[config.mk]
export PLATFORM = sky130hd
export DESIGN_NAME = color_bar_pattern_generator
export DESIGN_NICKNAME = d
export VERILOG_FILES = /design/src/cbpg_pkg.sv /design/src/cbpg_counter.sv /design/src/cbpg_pack.sv /design/src/color_bar_pattern_generator.sv
export VERILOG_INCLUDE_DIRS = /design/src /design/src/src
export SDC_FILE = /design/constraint.sdc
export NUM_CORES = 1
export LEC_CHECK = 0
export BUFFER_PORTS_ARGS = -buffer_cell sky130_fd_sc_hd__buf_4
export CORE_AREA = 4 4 125 127
export DETAILED_ROUTE_END_ITERATION = 10
export DIE_AREA = 0 0 129 131
export PLACE_DENSITY = 0.49
export SKIP_LAST_GASP = 1
export SYNTH_ARGS = -nofsm -noshare
export SYNTH_HDL_FRONTEND = slang
export SYNTH_SLANG_ARGS = --single-unit
[constraint.sdc]
create_clock -name i_clk -period 9.7 [get_ports i_clk]
set_clock_uncertainty 0.2 [all_clocks]
set_input_delay 1.94 -clock i_clk [delete_from_list [all_inputs] [get_ports i_clk]]
set_output_delay 1.94 -clock i_clk [all_outputs]
set_load 0.01 [all_outputs]
[src/color_bar_pattern_generator_macros.svh]
// Assertion macros shared by the color bar pattern generator.
// Included by the top level; depends on no other file.
`ifndef COLOR_BAR_PATTERN_GENERATOR_MACROS_SVH
`define COLOR_BAR_PATTERN_GENERATOR_MACROS_SVH

// Same-cycle implication, checked only while out of reset.
`define CBPG_ASSERT_NOW(label, clk, rst_n, ante, cons, msg) \
    label: assert property (@(posedge clk) disable iff (!(rst_n)) (ante) |-> (cons)) \
        else $error(msg);

// Next-cycle implication, checked only while out of reset.
`define CBPG_ASSERT_NEXT(label, clk, rst_n, ante, cons, msg) \
    label: assert property (@(posedge clk) disable iff (!(rst_n)) (ante) |=> (cons)) \
        else $error(msg);

`endif

[src/cbpg_pkg.sv]
// Shared types, constants and color tables of the color bar pattern generator.
// Used by every module of the block; depends on nothing.
package cbpg_pkg;

    localparam int FW_W        = 13;   // frame width register
    localparam int FW_MAX      = 8191;
    localparam int BW_W        = FW_W - 3;
    localparam int CNT_W       = 12;   // bar pixel counter
    localparam int CFG_IDX_W   = 2;
    localparam int CFG_DATA_W  = 13;
    localparam int MAX_WIDTH_DEF = 4096;
    localparam logic [FW_W-1:0] FW_RESET = 13'd640;

    typedef enum logic [CFG_IDX_W-1:0] {
        CFG_PATTERN = 2'd0,
        CFG_FORMAT  = 2'd1,
        CFG_WIDTH   = 2'd2
    } t_cfg_idx;

    typedef enum logic [3:0] {
        FMT_YUYV     = 4'd0,
        FMT_UYVY     = 4'd1,
        FMT_YVYU     = 4'd2,
        FMT_VYUY     = 4'd3,
        FMT_RGB565   = 4'd4,
        FMT_RGB565X  = 4'd5,
        FMT_RGB555   = 4'd6,
        FMT_RGB555X  = 4'd7,
        FMT_RGB24    = 4'd8,
        FMT_BGR24    = 4'd9,
        FMT_RGB32    = 4'd10,
        FMT_BGR32    = 4'd11
    } t_fmt;

    // Selection of one pixel: which color and which column parity.
    typedef struct packed {
        logic [2:0] color;
        logic       odd;
    } t_pix_sel;

    typedef struct packed {
        logic [7:0] b0;
        logic [7:0] b1;
        logic [7:0] b2;
        logic [7:0] b3;
        logic [2:0] count;
    } t_pix_bytes;

    // RGB of white, amber, cyan, green, magenta, red, blue, black.
    localparam logic [7:0] RGB_TAB [8][3] = '{
        '{8'd204, 8'd204, 8'd204},
        '{8'd208, 8'd208, 8'd0},
        '{8'd0,   8'd206, 8'd206},
        '{8'd0,   8'd239, 8'd0},
        '{8'd239, 8'd0,   8'd239},
        '{8'd205, 8'd0,   8'd0},
        '{8'd0,   8'd0,   8'd205},
        '{8'd0,   8'd0,   8'd0}
    };

    // Color of each bar for each pattern.
    localparam logic [2:0] BAR_TAB [4][8] = '{
        '{3'd0, 3'd1, 3'd2, 3'd3, 3'd4, 3'd5, 3'd6, 3'd7},
        '{3'd0, 3'd1, 3'd7, 3'd0, 3'd1, 3'd7, 3'd0, 3'd1},
        '{3'd0, 3'd2, 3'd7, 3'd0, 3'd2, 3'd7, 3'd0, 3'd2},
        '{3'd0, 3'd3, 3'd7, 3'd0, 3'd3, 3'd7, 3'd0, 3'd3}
    };

    // Rounded 16-bit fixed-point scale with offset, clamped at zero.
    function automatic logic [7:0] fix_scale(input int sum, input int offset);
        int t;
        t = sum + 32768 + (offset * 65536);
        if (t < 0) begin
            t = 0;
        end
        return t[23:16];
    endfunction

    function automatic logic [7:0] y_of(input int k);
        int r;
        int g;
        int b;
        r = int'(RGB_TAB[k][0]);
        g = int'(RGB_TAB[k][1]);
        b = int'(RGB_TAB[k][2]);
        return fix_scale(16829 * r + 33039 * g + 6416 * b, 16);
    endfunction

    function automatic logic [7:0] u_of(input int k);
        int r;
        int g;
        int b;
        r = int'(RGB_TAB[k][0]);
        g = int'(RGB_TAB[k][1]);
        b = int'(RGB_TAB[k][2]);
        return fix_scale(-9714 * r - 19070 * g + 28784 * b, 128);
    endfunction

    function automatic logic [7:0] v_of(input int k);
        int r;
        int g;
        int b;
        r = int'(RGB_TAB[k][0]);
        g = int'(RGB_TAB[k][1]);
        b = int'(RGB_TAB[k][2]);
        return fix_scale(28784 * r - 24103 * g - 4681 * b, 128);
    endfunction

    // Limited-range YCbCr of the eight colors, worked out at elaboration.
    localparam logic [7:0] Y_TAB [8] = '{y_of(0), y_of(1), y_of(2), y_of(3),
                                         y_of(4), y_of(5), y_of(6), y_of(7)};
    localparam logic [7:0] U_TAB [8] = '{u_of(0), u_of(1), u_of(2), u_of(3),
                                         u_of(4), u_of(5), u_of(6), u_of(7)};
    localparam logic [7:0] V_TAB [8] = '{v_of(0), v_of(1), v_of(2), v_of(3),
                                         v_of(4), v_of(5), v_of(6), v_of(7)};

endpackage

[src/cbpg_counter.sv]
// Column and bar position counters of the color bar pattern generator.
// Depends on cbpg_pkg.
module cbpg_counter
    import cbpg_pkg::*;
#(
    parameter int MAX_WIDTH = MAX_WIDTH_DEF
) (
    input  logic            i_clk,
    input  logic            i_rst_n,
    input  logic            i_accept,
    input  logic            i_line_start,
    input  logic [1:0]      i_pattern,
    input  logic [FW_W-1:0] i_frame_width,
    output t_pix_sel        o_sel
);

    localparam int CLAMP = (MAX_WIDTH > FW_MAX) ? FW_MAX : MAX_WIDTH;
    localparam logic [FW_W-1:0] CLAMP_W = FW_W'(CLAMP);

    logic             r_odd;
    logic [CNT_W-1:0] r_cnt;
    logic [2:0]       r_bar;
    logic             n_odd;
    logic [CNT_W-1:0] n_cnt;
    logic [2:0]       n_bar;

    logic             cur_odd;
    logic [CNT_W-1:0] cur_cnt;
    logic [2:0]       cur_bar;
    logic [FW_W-1:0]  w_eff;
    logic [BW_W-1:0]  bw_raw;
    logic [BW_W-1:0]  bw;
    logic [CNT_W:0]   cnt_inc;

    // A line mark clears the position before this pixel is formed.
    always_comb begin
        cur_odd = i_line_start ? 1'b0 : r_odd;
        cur_cnt = i_line_start ? '0 : r_cnt;
        cur_bar = i_line_start ? 3'd0 : r_bar;
    end

    always_comb begin
        w_eff  = (i_frame_width > CLAMP_W) ? CLAMP_W : i_frame_width;
        bw_raw = w_eff[FW_W-1:3];
        bw     = (bw_raw == '0) ? BW_W'(1) : bw_raw;
        cnt_inc = {1'b0, cur_cnt} + (CNT_W+1)'(1);
        n_odd  = ~cur_odd;
        if (cnt_inc >= (CNT_W+1)'(bw)) begin
            n_cnt = '0;
            n_bar = cur_bar + 3'd1;
        end else begin
            n_cnt = cnt_inc[CNT_W-1:0];
            n_bar = cur_bar;
        end
    end

    always_ff @(posedge i_clk) begin
        if (!i_rst_n) begin
            r_odd <= 1'b0;
            r_cnt <= '0;
            r_bar <= 3'd0;
        end else if (i_accept) begin
            r_odd <= n_odd;
            r_cnt <= n_cnt;
            r_bar <= n_bar;
        end
    end

    assign o_sel.color = BAR_TAB[i_pattern][cur_bar];
    assign o_sel.odd   = cur_odd;

endmodule

[src/cbpg_pack.sv]
// Color conversion and byte packing for one pixel of the color bar generator.
// Depends on cbpg_pkg.
module cbpg_pack
    import cbpg_pkg::*;
(
    input  t_pix_sel   i_sel,
    input  logic [3:0] i_format,
    output t_pix_bytes o_bytes
);

    logic [7:0] r;
    logic [7:0] g;
    logic [7:0] b;
    logic [7:0] y;
    logic [7:0] u;
    logic [7:0] v;
    logic [4:0] r5;
    logic [5:0] g6;
    logic [4:0] g5;
    logic [4:0] b5;

    always_comb begin
        r  = RGB_TAB[i_sel.color][0];
        g  = RGB_TAB[i_sel.color][1];
        b  = RGB_TAB[i_sel.color][2];
        y  = Y_TAB[i_sel.color];
        u  = U_TAB[i_sel.color];
        v  = V_TAB[i_sel.color];
        r5 = r[7:3];
        g6 = g[7:2];
        g5 = g[7:3];
        b5 = b[7:3];
    end

    always_comb begin
        o_bytes = '{b0: 8'd0, b1: 8'd0, b2: 8'd0, b3: 8'd0, count: 3'd2};
        case (i_format)
            FMT_YUYV: begin
                o_bytes.b0 = y;
                o_bytes.b1 = i_sel.odd ? v : u;
            end
            FMT_UYVY: begin
                o_bytes.b0 = i_sel.odd ? v : u;
                o_bytes.b1 = y;
            end
            FMT_YVYU: begin
                o_bytes.b0 = y;
                o_bytes.b1 = i_sel.odd ? u : v;
            end
            FMT_VYUY: begin
                o_bytes.b0 = i_sel.odd ? u : v;
                o_bytes.b1 = y;
            end
            FMT_RGB565: begin
                o_bytes.b0 = {g6[2:0], b5};
                o_bytes.b1 = {r5, g6[5:3]};
            end
            FMT_RGB565X: begin
                o_bytes.b0 = {r5, g6[5:3]};
                o_bytes.b1 = {g6[2:0], b5};
            end
            FMT_RGB555: begin
                o_bytes.b0 = {g5[2:0], b5};
                o_bytes.b1 = {1'b0, r5, g5[4:3]};
            end
            FMT_RGB555X: begin
                o_bytes.b0 = {1'b0, r5, g5[4:3]};
                o_bytes.b1 = {g5[2:0], b5};
            end
            FMT_RGB24: begin
                o_bytes.b0    = r;
                o_bytes.b1    = g;
                o_bytes.b2    = b;
                o_bytes.count = 3'd3;
            end
            FMT_BGR24: begin
                o_bytes.b0    = b;
                o_bytes.b1    = g;
                o_bytes.b2    = r;
                o_bytes.count = 3'd3;
            end
            FMT_RGB32: begin
                o_bytes.b1    = r;
                o_bytes.b2    = g;
                o_bytes.b3    = b;
                o_bytes.count = 3'd4;
            end
            FMT_BGR32: begin
                o_bytes.b0    = b;
                o_bytes.b1    = g;
                o_bytes.b2    = r;
                o_bytes.count = 3'd4;
            end
            default: begin
                // Unknown formats give zero bytes and a count of two.
                o_bytes.count = 3'd2;
            end
        endcase
    end

endmodule

[src/color_bar_pattern_generator.sv]
// Top level of the color bar pattern generator: configuration registers,
// handshake and output register. Depends on cbpg_pkg, cbpg_counter, cbpg_pack.
//
// Usage. Each word on the input channel (i_in_valid / o_in_ready) is one
// pixel slot; i_line_start marks the first pixel of a line and restarts the
// bar walk at column zero. For every accepted word exactly one word leaves on
// the output channel (o_out_valid / i_out_ready): up to four packed bytes and
// o_byte_count, the number of bytes that the selected format uses.
// A word accepted in one cycle is presented in the next. Throughput is one
// word per cycle while the receiver does not stall; the position counters
// and the pixel logic are a single registered step, and the output register
// is the only storage between the two channels. When the receiver stalls,
// the output register holds its word and o_in_ready falls; it rises again
// in the cycle the word is taken, so a new word may enter in the same cycle
// the old one leaves. Reset (synchronous, active low) clears the counters
// and the output valid and returns pattern 0, format YUYV and a frame width
// of 640. Configuration is to be written through i_cfg_we / i_cfg_idx /
// i_cfg_data while the block is idle; the block does not enforce this.
`include "color_bar_pattern_generator_macros.svh"

module color_bar_pattern_generator
    import cbpg_pkg::*;
#(
    parameter int MAX_WIDTH = MAX_WIDTH_DEF
) (
    input  logic                  i_clk,
    input  logic                  i_rst_n,
    input  logic                  i_cfg_we,
    input  logic [CFG_IDX_W-1:0]  i_cfg_idx,
    input  logic [CFG_DATA_W-1:0] i_cfg_data,
    input  logic                  i_in_valid,
    output logic                  o_in_ready,
    input  logic                  i_line_start,
    output logic                  o_out_valid,
    input  logic                  i_out_ready,
    output logic [7:0]            o_byte0,
    output logic [7:0]            o_byte1,
    output logic [7:0]            o_byte2,
    output logic [7:0]            o_byte3,
    output logic [2:0]            o_byte_count
);

    logic [1:0]      r_pattern;
    logic [3:0]      r_format;
    logic [FW_W-1:0] r_frame_width;
    logic            r_out_valid;
    t_pix_bytes      r_bytes;

    logic       in_accept;
    t_pix_sel   sel;
    t_pix_bytes pix_bytes;

    // The output register can take a new word when it is empty or being read.
    assign o_in_ready = !r_out_valid || i_out_ready;
    assign in_accept  = i_in_valid && o_in_ready;

    // Configuration registers; writes to an index past the list are dropped.
    always_ff @(posedge i_clk) begin
        if (!i_rst_n) begin
            r_pattern     <= 2'd0;
            r_format      <= FMT_YUYV;
            r_frame_width <= FW_RESET;
        end else if (i_cfg_we) begin
            case (i_cfg_idx)
                CFG_PATTERN: r_pattern     <= i_cfg_data[1:0];
                CFG_FORMAT:  r_format      <= i_cfg_data[3:0];
                CFG_WIDTH:   r_frame_width <= i_cfg_data[FW_W-1:0];
                default: begin
                end
            endcase
        end
    end

    cbpg_counter #(
        .MAX_WIDTH(MAX_WIDTH)
    ) u_counter (
        .i_clk         (i_clk),
        .i_rst_n       (i_rst_n),
        .i_accept      (in_accept),
        .i_line_start  (i_line_start),
        .i_pattern     (r_pattern),
        .i_frame_width (r_frame_width),
        .o_sel         (sel)
    );

    cbpg_pack u_pack (
        .i_sel    (sel),
        .i_format (r_format),
        .o_bytes  (pix_bytes)
    );

    // Output valid is control state; the payload loads on every accepted word.
    always_ff @(posedge i_clk) begin
        if (!i_rst_n) begin
            r_out_valid <= 1'b0;
        end else if (in_accept) begin
            r_out_valid <= 1'b1;
        end else if (i_out_ready) begin
            r_out_valid <= 1'b0;
        end
    end

    always_ff @(posedge i_clk) begin
        if (in_accept) begin
            r_bytes <= pix_bytes;
        end
    end

    assign o_out_valid  = r_out_valid;
    assign o_byte0      = r_bytes.b0;
    assign o_byte1      = r_bytes.b1;
    assign o_byte2      = r_bytes.b2;
    assign o_byte3      = r_bytes.b3;
    assign o_byte_count = r_bytes.count;

    // Every accepted word shows up on the output in the next cycle.
    `CBPG_ASSERT_NEXT(a_accept_shows, i_clk, i_rst_n, in_accept, o_out_valid,
        "accepted word did not reach the output register")
    // Two-byte formats leave the upper bytes at zero.
    `CBPG_ASSERT_NOW(a_two_byte_zero, i_clk, i_rst_n,
        o_out_valid && (o_byte_count == 3'd2), (o_byte2 == 8'd0) && (o_byte3 == 8'd0),
        "unused bytes are not zero for a two-byte format")
    // Only 32-bit formats use the fourth byte.
    `CBPG_ASSERT_NOW(a_byte3_use, i_clk, i_rst_n,
        o_out_valid && (o_byte_count != 3'd4), o_byte3 == 8'd0,
        "fourth byte set for a format that does not use it")

endmodule
==> results of run 1 <==
## power groups by stage
stage                     clock [W]  combinational (W)  sequential (W)
after global placement            0          0.0000764        0.000312
after floorplan                   0          0.0000452        0.000313
after CTS                  0.000298          0.0000778        0.000307
after global routing       0.000307          0.0000849        0.000308
final                      0.000286          0.0000770        0.000307
after detailed placement          0          0.0000776        0.000312
## flip-flops by register name (all words and copies together), names as in the netlist
| name | cells |
|---|---|
| r_pattern | 2 |
| o_out_valid | 1 |
| o_byte3 | 4 |
| o_byte0 | 8 |
| u_counter.r_odd | 1 |
| r_frame_width | 13 |
| o_byte1 | 8 |
| o_byte2 | 6 |
| u_counter.r_cnt | 12 |
| o_byte_count | 3 |
| u_counter.r_bar | 3 |
| r_format | 4 |
## worst max-delay path by stage
stage                                    end  cells after the start    startpoint  slack (ns)
final                     u_counter.r_bar[0]                     16  i_line_start        4.47
after global routing      u_counter.r_bar[0]                     16  i_line_start        4.09
after CTS                 u_counter.r_bar[0]                     16  i_line_start        4.45
after detailed placement  u_counter.r_bar[0]                     16  i_line_start        4.11
after global placement    u_counter.r_bar[0]                     16  i_line_start        4.17
after floorplan           u_counter.r_cnt[3]                     17  i_line_start        4.84
## area by class of cell
| cell class | instances | area (µm²) |
|---|---|---|
| Clock buffer | 13 | 250 |
| Clock inverter | 1 | 5.00 |
| Fill cell | 1540 | 9380 |
| Inverter | 16 | 60.1 |
| Multi-Input combinational cell | 406 | 2460 |
| Sequential cell | 65 | 1590 |
| Tap cell | 184 | 230 |
| Timing Repair Buffer | 60 | 450 |
## placed cells by master, fill, tap and decap left out, drive strengths merged, types with 3 or more instances in the layout
cell type | netlist | routed
nand2 | 93 | 93
buf | 16 | 60
nor2 | 43 | 43
dfxtp | 36 | 36
o21ai | 32 | 32
a21oi | 30 | 30
edfxtp | 29 | 29
nand3 | 28 | 28
a21boi | 22 | 22
ha | 18 | 18
inv | 16 | 16
mux2i | 15 | 15
nor2b | 14 | 14
clkbuf | 24 | 13
nor3 | 12 | 12
nand2b | 7 | 7
o22ai | 7 | 7
a211oi | 7 | 7
a31oi | 7 | 7
o211ai | 7 | 7
xnor2 | 6 | 6
and3 | 5 | 5
nand3b | 4 | 4
xor2 | 4 | 4
nor4 | 4 | 4
or3 | 3 | 3
a211o | 3 | 3
## layer usage
metal | wire length (µm) | vias to the layer above | share of wire, % | track usage [%]
met5 | 0 | - | 0 | 0
met4 | 279 | 0 | 2.3 | 6.30
li1 | - | 1955 | - | -
met1 | 5200 | 1890 | 43 | 18.4
met3 | 836 | 25 | 6.9 | 3.37
met2 | 5780 | 151 | 48 | 23.5
## cells in the mapped netlist (all sizes together) (5+ instances only)
library cell  count  share of area (%)
mux2i            15                3.5
nand2b            7                1.0
a31oi             7                1.0
nor2             43                3.8
and3              5               0.76
o21ai            32                3.8
xnor2             6                1.2
a211oi            7                1.2
nor3             12                1.4
edfxtp           29                 20
o211ai            7                1.2
nand2            93                8.1
o22ai             7                1.0
nand3            28                3.5
buf              16                2.3
dfxtp            36                 17
a21boi           22                3.8
inv              16                1.4
clkbuf           24                2.1
ha               18                5.2
nor2b            14                2.1
a21oi            30                3.5
## worst min-delay path: stages (launching register included)
cell and delay [ns]:
dfxtp_1 0.31, nand2_1 0.05, a21boi_0 0.06
## per-stage QoR
step                      util, %  cells  power [W]
after CTS                    35.0    745   0.000683
final                        35.0    745   0.000670
after global routing         35.0    745   0.000700
after global placement       33.2    731   0.000388
after floorplan                 -    527   0.000358
after detailed placement     33.2    731   0.000390
## kinds of logic after synthesis
family / Yosys count
buf+inv: 56
xor+xnor: 10
mux: 15
other cells: 1
simple gates: 220
flops: 65
fa+ha+maj: 18
compound gates: 142
==> impl_metrics.tcl, run 1 <==
set metrics [dict create \
    timing.critical_path.from_type "input pin" \
    parity_gate_share_of_the_synthesized_area_counting_xor_and_xnor_cells_pct 2.04 \
    final.period_utilization_pct 53.9 \
    final_design_area_no_fill_um2 5040 \
    dominant_combinational_cell_family_by_area_after_synthesis "simple AND/OR/NAND/NOR gates" \
    post_cts_resized 0 \
    fmax_mhz 191 \
    num_vias 4021 \
    antenna_cells 0 \
    fin_setup_tns_ns 0 \
    drt-pass1-iter-count 6 \
    setup.worst_path.end_class "register" \
    power.share.clock_pct 42.7 \
    post_cts_hold_buffer_count 0 \
    worst_reg_to_reg_setup_slack_ns 5.81 \
    synth_area_per_cell_um2 8.16 \
    max_cap_violations 0 \
    floorplan.die.width_um 129 \
    postCtsSetupRepairBufs 0 \
    post_synthesis_compound_gate_area_fraction_pct 22.0 \
    totalWireLength_um 12100 \
    grt_max_degree 43 \
    finalCriticalPeriod_ns 5.23 \
    io_pins 58 \
    number_of_hold_violations_in_the_final_report 0 \
    tritoncts_clock_tree "done" \
    ys_dominant_reg_cell "dfxtp_1" \
    ys.warnings.count 0 \
    synthesis.instances 527 \
    cts_made_buffers 9 \
    syn_to_final_growth_pct 17.3 \
    synthArstFlopShare_pct 0 \
    worst_path_largest_cell_delay_ns 0.72 \
    die_area_um2 16900 \
    timing.setup.critical_path_class "input pin to register" \
    clock_latency_ns 0.34 \
    clk_root_buffer_cell "clkbuf_16" \
    grt_first_pass_wirelength_um 19300 \
    whs_endpoint "r_frame_width[6]" \
    critPathRequiredTime_ns 9.73 \
    share_comb_of_total_power_pct 11.5 \
    placement.cell_area_um2 4790 \
    drcViolationCount 0 \
    status "finished, final reports clean" \
    dp_slack_ns 4.11 \
    place.port_buffers 56 \
    power_report.internal_total_w 0.000508 \
    post_drt_via_cell_ratio 5.40 \
    crit_slowest_cell "nor4_4" \
    synth_cell_type_count 64 \
    post-dp-hpwl_um 8560 \
    worstReg2RegStart "u_counter.r_cnt[0]" \
    final_max_slew_violation_count 0 \
    cp.arrival_ns 5.26 \
    static-leakage-power_nw 1.94 \
    rsz_0062_raised_after_global_routing "no" \
    synth_fa_ha_area_share_pct 5.24 \
    synth-simple-area-share_pct 24.3 \
    syn_nets 566 \
    cp_num_buf_inv 1 \
    critical_path.cell_chain "buf_4 > nor2b_1 > ha_1 > nand3_1 > nor2_1 > nand4_1 > xor2_1 > nor2_1 > ha_1 > a21oi_1 > o21ai_0 > a31oi_1 > a21oi_1 > nor4_4 > o21ai_0 > a41o_1" \
    powerDensity_nw_per_um2 133 \
    whs_ns 0.279 \
    mappedNetlistArea_um2 4300 \
    setup_viol 0 \
    core_area_um2 14400 \
    worst_slew_pin_slew_ns 0.905 \
    clkSlewWorstSetupHoldPaths_ns 0.05 \
    post-route-worst-setup-slack_ns 4.47 \
    switching_share_pct 24.1 \
    sequentialPowerShare_pct 45.8 \
    count_of_state_elements_after_synthesis 65 \
    synth.yosys.seq_area_share_pct 37.0 \
    worst-path-max-fanout 22 \
    gr-usage-all-layers_pct 14.5 \
    postRouteAntennaNets 0 \
    r2r_cells 15 \
    grt_antenna_before_repair 0 \
    gpl.final_weighted_congestion 0.893 \
    rows 44 \
    maximum_clock_insertion_buffer_count 2 \
    min_path_type "register to register" \
    global_route.overflow_total 0 \
    fin_nets 597 \
    path_delay_family "simple AND/OR/NAND/NOR gates" \
    drt_iter0_markers 430 \
    layout-drive-gt1-share_pct 14.3 \
    worst_hold_path.num_cells 2 \
    die_h_um 131 \
    net-switching-power_w 0.000162 \
    numClockSinks 65 \
    vias_in_the_first_global_route 3729 \
    reg2reg_to "u_counter.r_bar[0]" \
    min-delay-start "r_frame_width[6]" \
    synth_enable_flop_cells 29 \
    synth.mux.area_fraction_pct 3.49 \
    effective_utilization_at_floorplan_pct 29.8 \
    irDropWorstVdd_uv 82.5 \
    cts_max_level 3 \
    wl_per_cell_um 16.2 \
    slew_headroom_pct 39.6 \
]
Power figures use the tool's default switching activity.
==> inputs of run 2 (changes only) <==
Clock period 9.7 ns to 5.2 ns, I/O delays scaled along.
==> impl_metrics.tcl, run 2 (same netlist as run 1, synthesis figures left out) <==
set metrics [dict create \
    status "finished, final reports clean" \
    cts_made_buffers 9 \
    worst_slew_pin_slew_ns 0.948 \
    post_cts_resized 0 \
    post_cts_hold_buffer_count 0 \
    share_comb_of_total_power_pct 10.9 \
    vias_in_the_first_global_route 3891 \
    total_power_w 0.00132 \
    min_path_type "register to register" \
    antenna_cells 0 \
    fillCellCount 1528 \
    floorplan.die.width_um 129 \
    post_drt_via_cell_ratio 5.47 \
    regMostFlops "r_frame_width" \
    clock_latency_ns 0.34 \
    layout-drive-gt1-share_pct 15.0 \
    num_vias 4100 \
    fin_setup_tns_ns 0 \
    number_of_hold_violations_in_the_final_report 0 \
    final_cell_mix "93 x nand2_1, 62 x buf_4, 43 x nor2_1" \
    totalWireLength_um 12300 \
    postRouteAntennaNets 0 \
    largest_reg_flops 13 \
    switching_share_pct 23.7 \
    clk_root_buffer_cell "clkbuf_16" \
    global_route.overflow_total 0 \
    powerDensity_nw_per_um2 259 \
    maximum_clock_insertion_buffer_count 2 \
    critPathRequiredTime_ns 5.23 \
    power_report.internal_total_w 0.00101 \
    grt_max_degree 43 \
    timing.setup.critical_path_class "input pin to register" \
    final_max_slew_violation_count 0 \
    grt_antenna_before_repair 0 \
    dp_slack_ns 0.834 \
    postCtsSetupRepairBufs 0 \
    die_h_um 131 \
    sequentialPowerShare_pct 43.3 \
    die_area_um2 16900 \
    fin_nets 599 \
    reg2reg_to "u_counter.r_bar[0]" \
    cts_max_level 3 \
    multiInputGateArea_um2 2460 \
    clkSlewWorstSetupHoldPaths_ns 0.05 \
    setup.worst_path.end_class "register" \
    syn_to_final_growth_pct 18.8 \
    io_pins 58 \
    drt_iter0_markers 450 \
    cp.arrival_ns 4.05 \
    fmax_mhz 249 \
    wl_per_cell_um 16.5 \
    net-switching-power_w 0.000313 \
    gr-usage-all-layers_pct 14.8 \
    min-delay-start "r_frame_width[1]" \
    static-leakage-power_nw 1.97 \
    irDropWorstVdd_uv 139 \
    drt-pass1-iter-count 5 \
    reg.largest.list "r_frame_width (13), u_counter.r_cnt (12)" \
    slew_headroom_pct 36.7 \
    whs_endpoint "r_frame_width[1]" \
    layout.cells.most_common "nand2_1" \
    max_cap_violations 0 \
    drcViolationCount 0 \
    worstReg2RegStart "u_counter.r_cnt[0]" \
    gpl.final_weighted_congestion 0.946 \
    core_area_um2 14400 \
    place.port_buffers 56 \
    timing.critical_path.from_type "input pin" \
    rsz_0062_raised_after_global_routing "no" \
    setup_viol 0 \
    r2r_cells 15 \
    effective_utilization_at_floorplan_pct 29.8 \
    tritoncts_clock_tree "done" \
    worst_hold_path.num_cells 2 \
    rows 44 \
    worst-path-max-fanout 22 \
    post-route-worst-setup-slack_ns 1.18 \
    regArea_um2 1590 \
    final.period_utilization_pct 77.2 \
    finalCriticalPeriod_ns 4.02 \
    worst_reg_to_reg_setup_slack_ns 1.63 \
    grt_first_pass_wirelength_um 19800 \
    numClockSinks 65 \
    power.share.clock_pct 45.8 \
    post-dp-hpwl_um 8790 \
]
run 2: cell count changes in the layout (fill, tap and decap cells not counted), sizes merged:
cell	change
buf	+2
clkbuf	+2
run 2: power by group through the flow:
stage / combinational, W / clock [W] / sequential (W)
global placement: 0.000143 / 0 / 0.000582
CTS: 0.000145 / 0.000625 / 0.000573
detailed placement: 0.000145 / 0 / 0.000583
global route: 0.000160 / 0.000642 / 0.000575
finish: 0.000144 / 0.000605 / 0.000572
floorplan: 0.0000844 / 0 / 0.000584
run 2: worst max path at each step:
stage	startpoint	to	slack [ns]	depth (start not counted)
floorplan	i_line_start	u_counter.r_cnt[3]	1.24	17
global placement	i_line_start	u_counter.r_bar[0]	0.92	16
detailed placement	i_line_start	u_counter.r_bar[0]	0.83	16
CTS	i_line_start	u_counter.r_bar[0]	1.18	16
global route	i_line_start	u_counter.r_bar[0]	0.87	17
finish	i_line_start	u_counter.r_bar[0]	1.18	16
run 2: critical path: stages:
cell and delay (ns):
buf_4 0.19, nor2b_1 0.23, ha_1 0.23, nand3_1 0.14
nor2_1 0.16, nand2_1 0.08, xnor2_1 0.32, ha_1 0.31
a21oi_1 0.14, o21ai_0 0.11, a31oi_1 0.15, a21oi_1 0.11
nor4_4 0.25, buf_4 0.25, o21ai_0 0.11, a41o_1 0.21
run 2: area by class of cell:
cell class                      count  area share, %
Clock buffer                       15           5.85
Multi-Input combinational cell    406           48.1
Clock inverter                      1         0.0980
Inverter                           16           1.18
Timing Repair Buffer               62           9.11
Tap cell                          184           4.51
Sequential cell                    65           31.2
run 2: metal layers:
layer	global-route usage (%)	vias up	part of all wire [%]
met5	0	-	0
met4	5.31	0	1.6
met3	4.51	19	7.6
met2	25.4	169	50
met1	17.6	1947	41
li1	-	1965	-
run 2: stage by stage:
stage	hold WS (ns)	instances	util, %	cell area [µm²]
6_report	0.270	749	35.4	5110
2_1_floorplan	0.244	527	-	4300
3_5_place_dp	0.261	733	33.3	4800
5_1_grt	0.306	749	35.4	5110
4_1_cts	0.274	749	35.4	5110
3_3_place_gp	0.253	733	33.3	4800
